==> src/design/ybgr_pkg.sv <==
`timescale 1ns / 1ps
// ybgr_pkg: fixed-point constants, chroma offset type and 8-bit clamp
// shared by the YCbCr to BGR converter. No dependencies.
package ybgr_pkg;

  localparam int PROD_W  = 27;
  localparam int DELTA_W = 10;
  localparam int SUM_W   = 11;
  localparam int SCALE   = 16;

  localparam logic signed [PROD_W-1:0] K_CR_R   = 27'sd91881;
  localparam logic signed [PROD_W-1:0] K_CB_B   = 27'sd116130;
  localparam logic signed [PROD_W-1:0] K_CB_G   = 27'sd22554;
  localparam logic signed [PROD_W-1:0] K_CR_G   = 27'sd46802;
  localparam logic signed [PROD_W-1:0] HALF_LSB = 27'sd32768;

  localparam logic [7:0] CHROMA_MID = 8'd128;
  localparam logic [7:0] PIX_MAX    = 8'hff;

  typedef struct packed {
    logic signed [DELTA_W-1:0] red;
    logic signed [DELTA_W-1:0] green;
    logic signed [DELTA_W-1:0] blue;
  } chroma_delta_t;

  function automatic logic [7:0] sat8(input logic signed [SUM_W-1:0] v);
    logic [7:0] res;
    if (v < 0) begin
      res = 8'd0;
    end else if (v > $signed({3'b000, PIX_MAX})) begin
      res = PIX_MAX;
    end else begin
      res = v[7:0];
    end
    return res;
  endfunction

endpackage

==> src/design/ybgr_chroma_offsets.sv <==
`timescale 1ns / 1ps
// ybgr_chroma_offsets: centers Cb/Cr and forms the rounded red, green and
// blue offsets in 16-bit fixed point. Uses ybgr_pkg.
module ybgr_chroma_offsets (
  input  logic [7:0]                   cb,
  input  logic [7:0]                   cr,
  output ybgr_pkg::chroma_delta_t      delta
);
  import ybgr_pkg::*;

  logic signed [8:0]        cb_c;
  logic signed [8:0]        cr_c;
  logic signed [PROD_W-1:0] sum_r;
  logic signed [PROD_W-1:0] sum_g;
  logic signed [PROD_W-1:0] sum_b;

  assign cb_c = $signed({1'b0, cb}) - $signed({1'b0, CHROMA_MID});
  assign cr_c = $signed({1'b0, cr}) - $signed({1'b0, CHROMA_MID});

  assign sum_r = K_CR_R * cr_c + HALF_LSB;
  assign sum_b = K_CB_B * cb_c + HALF_LSB;
  assign sum_g = HALF_LSB - K_CB_G * cb_c - K_CR_G * cr_c;

  // floor shift: the upper bits of the two's complement sum
  assign delta.red   = sum_r[SCALE+DELTA_W-1:SCALE];
  assign delta.green = sum_g[SCALE+DELTA_W-1:SCALE];
  assign delta.blue  = sum_b[SCALE+DELTA_W-1:SCALE];

endmodule

==> src/design/ycbcr_to_bgr_convert_unit.sv <==
`timescale 1ns / 1ps
// ycbcr_to_bgr_convert_unit: top level, YCbCr (single or 4:2:2 pair) to
// saturated 8-bit RGB. Uses ybgr_pkg and ybgr_chroma_offsets.
//
//  channel | handshake          | payload
//  --------+--------------------+------------------------------------------
//  in      | start / busy       | luma_first, luma_second, chroma_*, row_end
//  out     | out_valid strobe   | red/green/blue _first/_second, row_end_out
//  cfg     | cfg_we             | cfg_wdata (pair_mode)
//
// One beat per clock in, one beat per clock out; busy is always low.
// The path runs through the input register, then offset multiply, add and
// clamp into the result register.
// Reset (rst_n low, synchronous) clears pair_mode and the valid flags.
// The receiver cannot stall; each result is shown for exactly one cycle.
module ycbcr_to_bgr_convert_unit (
  input  logic       clk,
  input  logic       rst_n,
  input  logic       start,
  output logic       busy,
  input  logic [7:0] in_luma_first,
  input  logic [7:0] in_luma_second,
  input  logic [7:0] in_chroma_blue,
  input  logic [7:0] in_chroma_red,
  input  logic       in_row_end,
  output logic       out_valid,
  output logic [7:0] out_red_first,
  output logic [7:0] out_green_first,
  output logic [7:0] out_blue_first,
  output logic [7:0] out_red_second,
  output logic [7:0] out_green_second,
  output logic [7:0] out_blue_second,
  output logic       out_row_end_out,
  input  logic       cfg_we,
  input  logic       cfg_wdata
);
  import ybgr_pkg::*;

  logic          pair_mode_r;
  logic          in_vld_r;
  logic [7:0]    y1_r;
  logic [7:0]    y2_r;
  logic [7:0]    cb_r;
  logic [7:0]    cr_r;
  logic          row_end_r;
  chroma_delta_t delta;

  logic          out_vld_r;
  logic [7:0]    r1_r, g1_r, b1_r, r2_r, g2_r, b2_r;
  logic          row_end_out_r;
  logic [7:0]    r1_nxt, g1_nxt, b1_nxt, r2_nxt, g2_nxt, b2_nxt;

  assign busy = 1'b0;

  always_ff @(posedge clk) begin
    if (!rst_n) begin
      pair_mode_r <= 1'b0;
    end else if (cfg_we) begin
      pair_mode_r <= cfg_wdata;
    end
  end

  always_ff @(posedge clk) begin
    if (!rst_n) begin
      in_vld_r  <= 1'b0;
      out_vld_r <= 1'b0;
    end else begin
      in_vld_r  <= start && !busy;
      out_vld_r <= in_vld_r;
    end
  end

  always_ff @(posedge clk) begin
    if (start && !busy) begin
      y1_r      <= in_luma_first;
      y2_r      <= in_luma_second;
      cb_r      <= in_chroma_blue;
      cr_r      <= in_chroma_red;
      row_end_r <= in_row_end;
    end
  end

  ybgr_chroma_offsets u_offsets (
    .cb    (cb_r),
    .cr    (cr_r),
    .delta (delta)
  );

  always_comb begin
    r1_nxt = sat8($signed({3'b000, y1_r}) + SUM_W'(delta.red));
    g1_nxt = sat8($signed({3'b000, y1_r}) + SUM_W'(delta.green));
    b1_nxt = sat8($signed({3'b000, y1_r}) + SUM_W'(delta.blue));
    if (pair_mode_r) begin
      r2_nxt = sat8($signed({3'b000, y2_r}) + SUM_W'(delta.red));
      g2_nxt = sat8($signed({3'b000, y2_r}) + SUM_W'(delta.green));
      b2_nxt = sat8($signed({3'b000, y2_r}) + SUM_W'(delta.blue));
    end else begin
      r2_nxt = 8'd0;
      g2_nxt = 8'd0;
      b2_nxt = 8'd0;
    end
  end

  always_ff @(posedge clk) begin
    if (in_vld_r) begin
      r1_r          <= r1_nxt;
      g1_r          <= g1_nxt;
      b1_r          <= b1_nxt;
      r2_r          <= r2_nxt;
      g2_r          <= g2_nxt;
      b2_r          <= b2_nxt;
      row_end_out_r <= row_end_r;
    end
  end

  assign out_valid        = out_vld_r;
  assign out_red_first    = r1_r;
  assign out_green_first  = g1_r;
  assign out_blue_first   = b1_r;
  assign out_red_second   = r2_r;
  assign out_green_second = g2_r;
  assign out_blue_second  = b2_r;
  assign out_row_end_out  = row_end_out_r;

  a_beat_latency: assert property (@(posedge clk) disable iff (!rst_n)
    (start && !busy) |-> ##2 out_valid)
    else $error("accepted beat did not produce a result two cycles later");

  a_no_spurious: assert property (@(posedge clk) disable iff (!rst_n)
    out_valid |-> $past(start && !busy, 2))
    else $error("result strobe without an accepted beat");

  a_single_zero: assert property (@(posedge clk) disable iff (!rst_n)
    (out_valid && !pair_mode_r) |->
      (out_red_second == 8'd0 && out_green_second == 8'd0 && out_blue_second == 8'd0))
    else $error("second pixel not zero in single mode");

  a_row_end: assert property (@(posedge clk) disable iff (!rst_n)
    out_valid |-> (out_row_end_out == $past(in_row_end, 2)))
    else $error("row end flag not carried with its beat");

endmodule
==> config.mk <==
export PLATFORM = sky130hd
export DESIGN_NAME = ycbcr_to_bgr_convert_unit
export DESIGN_NICKNAME = d
export VERILOG_FILES = /design/src/design/ybgr_pkg.sv /design/src/design/ybgr_chroma_offsets.sv /design/src/design/ycbcr_to_bgr_convert_unit.sv
export SDC_FILE = /design/constraint.sdc
export NUM_CORES = 1
export LEC_CHECK = 0
export BUFFER_PORTS_ARGS = -buffer_cell sky130_fd_sc_hd__clkbuf_2
export CAP_MARGIN = 25
export CORE_MARGIN = 4
export CORE_UTILIZATION = 50
export DETAILED_ROUTE_END_ITERATION = 10
export PLACE_DENSITY = 0.68
export SLEW_MARGIN = 20
export SYNTH_ARGS = -nofsm -noshare
export SYNTH_HDL_FRONTEND = slang
export SYNTH_SLANG_ARGS = --single-unit
export TNS_END_PERCENT = 20
==> constraint.sdc <==
create_clock -name clk -period 15.45 [get_ports clk]
set_input_delay 2.3175 -clock clk [delete_from_list [all_inputs] [get_ports clk]]
set_output_delay 2.3175 -clock clk [all_outputs]
set_load 0.01 [all_outputs]
## Word level (Yosys, flattened, before mapping)

Cells that the tools add are included.

- Add/sub/neg operators: 12
- Multiply operators: 4
- $lt $le $gt $ge: 12
- Mux-type cells: 6
- Bitwise operators: 1
- Reduce and logical (&&, ||, !) cells: 3

Operators by type and width:

| operator | count |
|---|---|
| 9-bit by 10-bit adder with 11-bit output | 6 |
| 11-bit by 9-bit greater-than comparator with 1-bit output (second input constant) | 6 |
| 11-bit by 1-bit < comparator with 1-bit output (second input constant) | 6 |
| 26-bit by 17-bit adder with 26-bit output (second input constant) | 2 |
| 8-bit 2-to-1 mux | 6 |
| 18-bit by 9-bit multiplier with 26-bit output (first input constant) | 1 |
| 17-bit by 26-bit subtractor with 26-bit output (first input constant) | 1 |
| 26-bit subtractor | 1 |
| 16-bit by 9-bit multiplier with 25-bit output (first input constant) | 1 |
| 17-bit by 9-bit multiplier with 25-bit output (first input constant) | 1 |
| 15-bit by 9-bit multiplier with 24-bit output (first input constant) | 1 |
| 8-bit by 8-bit subtractor with 9-bit output (second input constant) | 2 |
| 2-bit OR reduction | 3 |
| 1-bit inverter | 1 |

- Flip-flop bits (word level): 85
- Input bits: 38
- Logic and storage cells: 53

## Depth between registers and ports, before layout

- Word-level depth: 7
- Mapped depth: 41
- Depth with buffers taken out: 41

## Hierarchy

Synthesis repeated with hierarchy kept, for this count alone.

- Cells, all modules: 1574
- Area, all modules: 15123.3 µm²

Modules (own cells, without submodules):

| module | instances | cells each | area each (µm²) |
|---|---|---|---|
| ybgr_chroma_offsets | 1 | 977 | 9007.4 |
| ycbcr_to_bgr_convert_unit | 1 | 597 | 6115.9 |

## Worst setup path before layout

No wires, ideal clock.

- Path kind: reg2reg
- Start point: register cr_r[7]
- End point: register g2_r[1] (netlist: out_green_second[1]), data pin
- Setup time: 0.147 ns
- Arrival: 8.455 ns
- Data required time: 15.303 ns
- Slack: 6.849 ns
- Cell stages (with the launch flop): 35
- Buffers on the path: 1
- Period minus slack after synthesis: 8.601 ns
- Path through: edfxtp_1 -> clkbuf_1 -> inv_1 -> ha_1 -> fa_1 -> fa_1 -> inv_1 -> fa_1 -> inv_1 -> ha_1 -> a21oi_1 -> o21bai_1 -> a21oi_1 -> o21a_1 -> o21ai_0 -> a21o_1 -> ha_1 -> ha_1 -> nand3_1 -> or2_2 -> a211oi_1 -> o31a_1 -> nor2_1 -> ha_1 -> a21o_1 -> a21o_1 -> a21oi_1 -> o21ai_0 -> o41ai_1 -> nand2_1 -> or3_1 -> a22oi_1 -> mux2i_1 -> nor4_4 -> o21bai_1

- Longest elaborated chain between the ends: 6
- Elaborated cells between the ends (all ways): 8
- Those cells by class: add/sub: 3; mul: 1; order compare: 2; mux: 1; reduce/logical: 1

Ends and longest elaborated chain:

| element | line | text |
|---|---|---|
| from (decl) | ycbcr_to_bgr_convert_unit.sv:44 | `logic [7:0] cr_r;` |
| from (signal assigned) | ycbcr_to_bgr_convert_unit.sv:78 | `cr_r <= in_chroma_red;` |
| 8-bit by 8-bit subtractor with 9-bit output * | ybgr_chroma_offsets.sv:18 | `assign cr_c = $signed({1'b0, cr}) - $signed({1'b0, CHROMA_MID});` |
| 16-bit by 9-bit multiplier with 25-bit output * | ybgr_chroma_offsets.sv:22 | `assign sum_g = HALF_LSB - K_CB_G * cb_c - K_CR_G * cr_c;` |
| 26-bit subtractor * | ybgr_chroma_offsets.sv:22 |  |
| 9-bit by 10-bit adder with 11-bit output * | ycbcr_to_bgr_convert_unit.sv:95 | `g2_nxt = sat8($signed({3'b000, y2_r}) + SUM_W'(delta.green));` |
| 11-bit by 9-bit greater-than comparator with 1-bit output / 11-bit by 1-bit < comparator with 1-bit output (equally long branches) | ybgr_pkg.sv:30, ybgr_pkg.sv:28 |  |
| 8-bit 2-to-1 mux / 2-bit OR reduction (equally long branches) | -- |  |
| to (signal assigned) | ycbcr_to_bgr_convert_unit.sv:110 | `g2_r <= g2_nxt;` |
| to (decl) | ycbcr_to_bgr_convert_unit.sv:49 | `logic [7:0] r1_r, g1_r, b1_r, r2_r, g2_r, b2_r;` |

Mark *: on every way between the ends. The rest lies on a longest branch, timed or not.
A chain may end at the register's enable or synchronous reset.

## Final worst setup path

Ends and elaborated chain as after synthesis.

==> impl_results.md <==
- Result of the run: completed
- Primary FF master, synth: sky130_fd_sc_hd__edfxtp_1
- Inserted Diodes: 0
- Count of final max-slew check failures: 0
- Total CTS buffers: 9
- 1st-iter DRT viols: 525
- Category of the most critical setup path: reg2reg
- Place WS: 5.65 ns
- Row count: 61
- Vias in the first global route: roughly 10,000
- Buffer levels on the longest clock path: 2
- Starting Density: 51.1%
- Period utilization: between 60% and 70%
- Yosys synthesis warning count: 0
- Filler instances: 2,539
- Layout cell share with drive strength beyond 1: between 8 and 9%
- Die outline height: 177 um
- Number of clock sinks: between 80 and 90
- Worst-path maximum fanout: 16
- EDFF count, synth: between 80 and 90
- Layout area overhead: 8.22%
- CP Data Arrival Time: 10.21 ns
- Gr ovfl total: 0
- Setup repair after global routing missed its margin: no
- Wire length per cell after detailed routing: 15.9 um
- Number of nets with antenna violations after detailed routing: 0
- Via/cell ratio: 5.40
- Most repeated library cell on the critical path: sky130_fd_sc_hd__ha_1
- CP Launch Point: cr_r[7]$_DFFE_PP_
- Total via count in the routed design: 10,411
- Minimum hold slack: 0.432 ns
- H-Tree Level Count: 3
- Critical path launch point type: register
- Combined area of all synthesized cells: 0.0144 mm2
- Tmin final: 10.00 ns
- Required time reported for the critical path endpoint: roughly 16 ns
- Post-synth net total: approximately 2,000
- Number of hold-repair buffers added at the cts stage: 0
- Clock Tree Root: sky130_fd_sc_hd__clkbuf_16
- Class of the worst hold path: reg2reg
- Post-route standard cell area excluding fillers: 0.0155 mm2
- Overall Global Routing Usage: 20.1%
- Number of distinct standard cells referenced by the synthesized netlist: 76
- Count of pins on the block boundary: between 80 and 90
- RR Startpoint: cr_r[7]$_DFFE_PP_
- Final weighted congestion in routability-driven placement: 0.895
- Total Wirelength: 30,600 um
- Clock latency on the worst-skew pair: 0.35 ns
- Global-route wire length before repair: 51,200 um
- Total negative slack: 0 ns
- CTS tree: built
- Total of max-cap violations: 0
- Total iterations of the first detailed-routing run: 5
- CTS clk-pin slew, worst paths: 0.07 ns
- Post-route worst setup slack: between 5 and 6 ns
- Number of cells produced by synthesis: roughly 1,500
- Peak clock frequency supported by timing: 100 MHz
- Max-slew headroom: 42.1%
- Cell area after placement: 0.0152 mm2
- Portion of the post-synthesis area used by sequential elements: 17.6%
- Fin nets: 2,044
- Most area-hungry cell type in the Yosys netlist: sky130_fd_sc_hd__ha_1
- Number of storage elements in the synthesis netlist: 85
- Layout Skew: between 0.009 and 0.01 ns
- Slew at the pin closest to its max-slew limit: 0.862 ns
- Slowest cell on the critical path: sky130_fd_sc_hd__edfxtp_1
- Number of post-CTS setup repair buffers: 0
- Startpoint of the worst hold path: row_end_r$_DFFE_PP_
- Ranking of synthesized cells by area: sky130_fd_sc_hd__ha_1 31%, sky130_fd_sc_hd__edfxtp_1 17%, sky130_fd_sc_hd__fa_1 15%, sky130_fd_sc_hd__inv_1 6.2%, sky130_fd_sc_hd__xnor2_1 4.0%
- Die width: 177 um
- Count of unresolved DRC violations after routing: 0
- Number of endpoints failing setup at the final stage: 0
- Detail Placement HPWL: between 20,000 and 30,000 um
- Maximum number of pins on one net before global-route repair: 35
- Post-cts resize count: 0
- Count of input and output buffers: slightly below 90
- Antenna violations before repair: 0
- Floorplan core area: 0.0281 mm2
- Mean area per synthesized cell: 9.88 um2
- Delay of the slowest cell on the worst path: 0.81 ns
- Die ar.: roughly 0.031 mm2
- Proportion of netlist area held by the largest area contributor: 30.8%
- Proportion of register bits with asynchronous set or reset after synthesis: 0%
- Kind of end point of the critical path: register
- Final hold viol count: 0
[worst max-delay path: cells and delay by family (launching register included)]
kind	cells	cell delay, ns
AO/OA/AOI/OAI	11	2.94
XOR/XNOR	1	0.06
adder cells (fa/ha/maj)	8	3.15
buffers and inverters	4	0.73
flip-flops	1	0.81
multiplexers	1	0.13
AND/OR/NAND/NOR	8	2.03
[logic make-up after synthesis]
logic type               after synthesis  share of synthesized area, %
AO/OA/AOI/OAI                        309                          14.0
adder cells (fa/ha/maj)              461                          45.7
AND/OR/NAND/NOR                      230                          8.37
XOR/XNOR                             117                          7.41
multiplexers                           5                         0.349
buffers and inverters                246                          6.54
flip-flops                            85                          17.6
other                                  1                        0.0261
[layout by cell type (no fill, tap or decap), types with 5 or more instances in the layout]
| master | instances |
|---|---|
| sky130_fd_sc_hd__ha_1 | 354 |
| sky130_fd_sc_hd__inv_1 | 238 |
| sky130_fd_sc_hd__fa_1 | 106 |
| sky130_fd_sc_hd__a21oi_1 | 103 |
| sky130_fd_sc_hd__clkbuf_2 | 87 |
| sky130_fd_sc_hd__edfxtp_1 | 82 |
| sky130_fd_sc_hd__xnor2_1 | 66 |
| sky130_fd_sc_hd__nor2_1 | 60 |
| sky130_fd_sc_hd__xor2_1 | 48 |
| sky130_fd_sc_hd__o21ai_0 | 48 |
| sky130_fd_sc_hd__nand2_1 | 48 |
| sky130_fd_sc_hd__a21o_1 | 46 |
| sky130_fd_sc_hd__o21a_1 | 22 |
| sky130_fd_sc_hd__nor2b_1 | 18 |
| sky130_fd_sc_hd__nand2b_1 | 17 |
| sky130_fd_sc_hd__nor3_1 | 15 |
| sky130_fd_sc_hd__nand3_1 | 12 |
| sky130_fd_sc_hd__o21bai_1 | 11 |
| sky130_fd_sc_hd__or3_1 | 10 |
| sky130_fd_sc_hd__a211oi_1 | 9 |
| sky130_fd_sc_hd__clkbuf_16 | 9 |
| sky130_fd_sc_hd__nand4_1 | 8 |
| sky130_fd_sc_hd__o211ai_1 | 7 |
| sky130_fd_sc_hd__and3_1 | 7 |
| sky130_fd_sc_hd__or2_2 | 6 |
| sky130_fd_sc_hd__o22ai_1 | 6 |
| sky130_fd_sc_hd__o21ai_1 | 6 |
| sky130_fd_sc_hd__nor4_1 | 6 |
| sky130_fd_sc_hd__and2_1 | 5 |
| sky130_fd_sc_hd__mux2i_1 | 5 |
| sky130_fd_sc_hd__a31oi_1 | 5 |
[metal layers]
layer	global-route usage, %	routed length (um)	vias up
li1	-	-	5242
met1	27.5	14500	4918
met2	33.7	14100	215
met3	2.66	1300	36
met4	5.09	669	0
met5	0	0	-
[final cells by class]
| cell class | count | area [um2] | share of cell area [%] |
|---|---|---|---|
| Clock buffer | 10 | 229 | 1.47 |
| Clock inverter | 6 | 45.0 | 0.290 |
| Inverter | 238 | 893 | 5.75 |
| Multi-Input combinational cell | 1123 | 10900 | 70.1 |
| Sequential cell | 85 | 2520 | 16.2 |
| Tap cell | 378 | 473 | 3.04 |
| Timing Repair Buffer | 89 | 475 | 3.06 |
[per-stage QoR]
stage               util (%)  cells
CTS                     55.3   1928
detailed placement      54.3   1912
floorplan                  -   1454
global route            55.3   1929
finish                  55.3   1929
global placement        54.2   1911
[cell usage after synthesis (all sizes together), types with 10 or more instances]
cell type,instances
ha,354
inv,238
fa,106
a21oi,105
edfxtp,82
xnor2,67
nor2,60
o21ai,55
xor2,49
nand2,48
a21o,47
o21a,22
nor2b,19
nand2b,17
nor3,16
nand3,12
o21bai,12
or3,10
[worst paths after layout]
kind	cells past startpoint	to	slack, ns
min reg2reg	0	out_row_end_out$_DFFE_PP_	0.43
max reg2reg	33	out_green_second[1]$_SDFFCE_PP0P_	5.45
min	0	out_row_end_out$_DFFE_PP_	0.43
max	33	out_green_second[1]$_SDFFCE_PP0P_	5.45
[flip-flops by register name, summed over array words and instances, names as in the netlist, 8 cells and up]
signal	flops
out_red_second	8
cb_r	8
out_green_second	8
y2_r	8
out_red_first	8
cr_r	8
out_blue_first	8
out_blue_second	8
out_green_first	8
y1_r	8
Power is left out: the tool's default activity adds up to more than one toggle a clock period on the data nets, which glitch-free logic cannot reach.
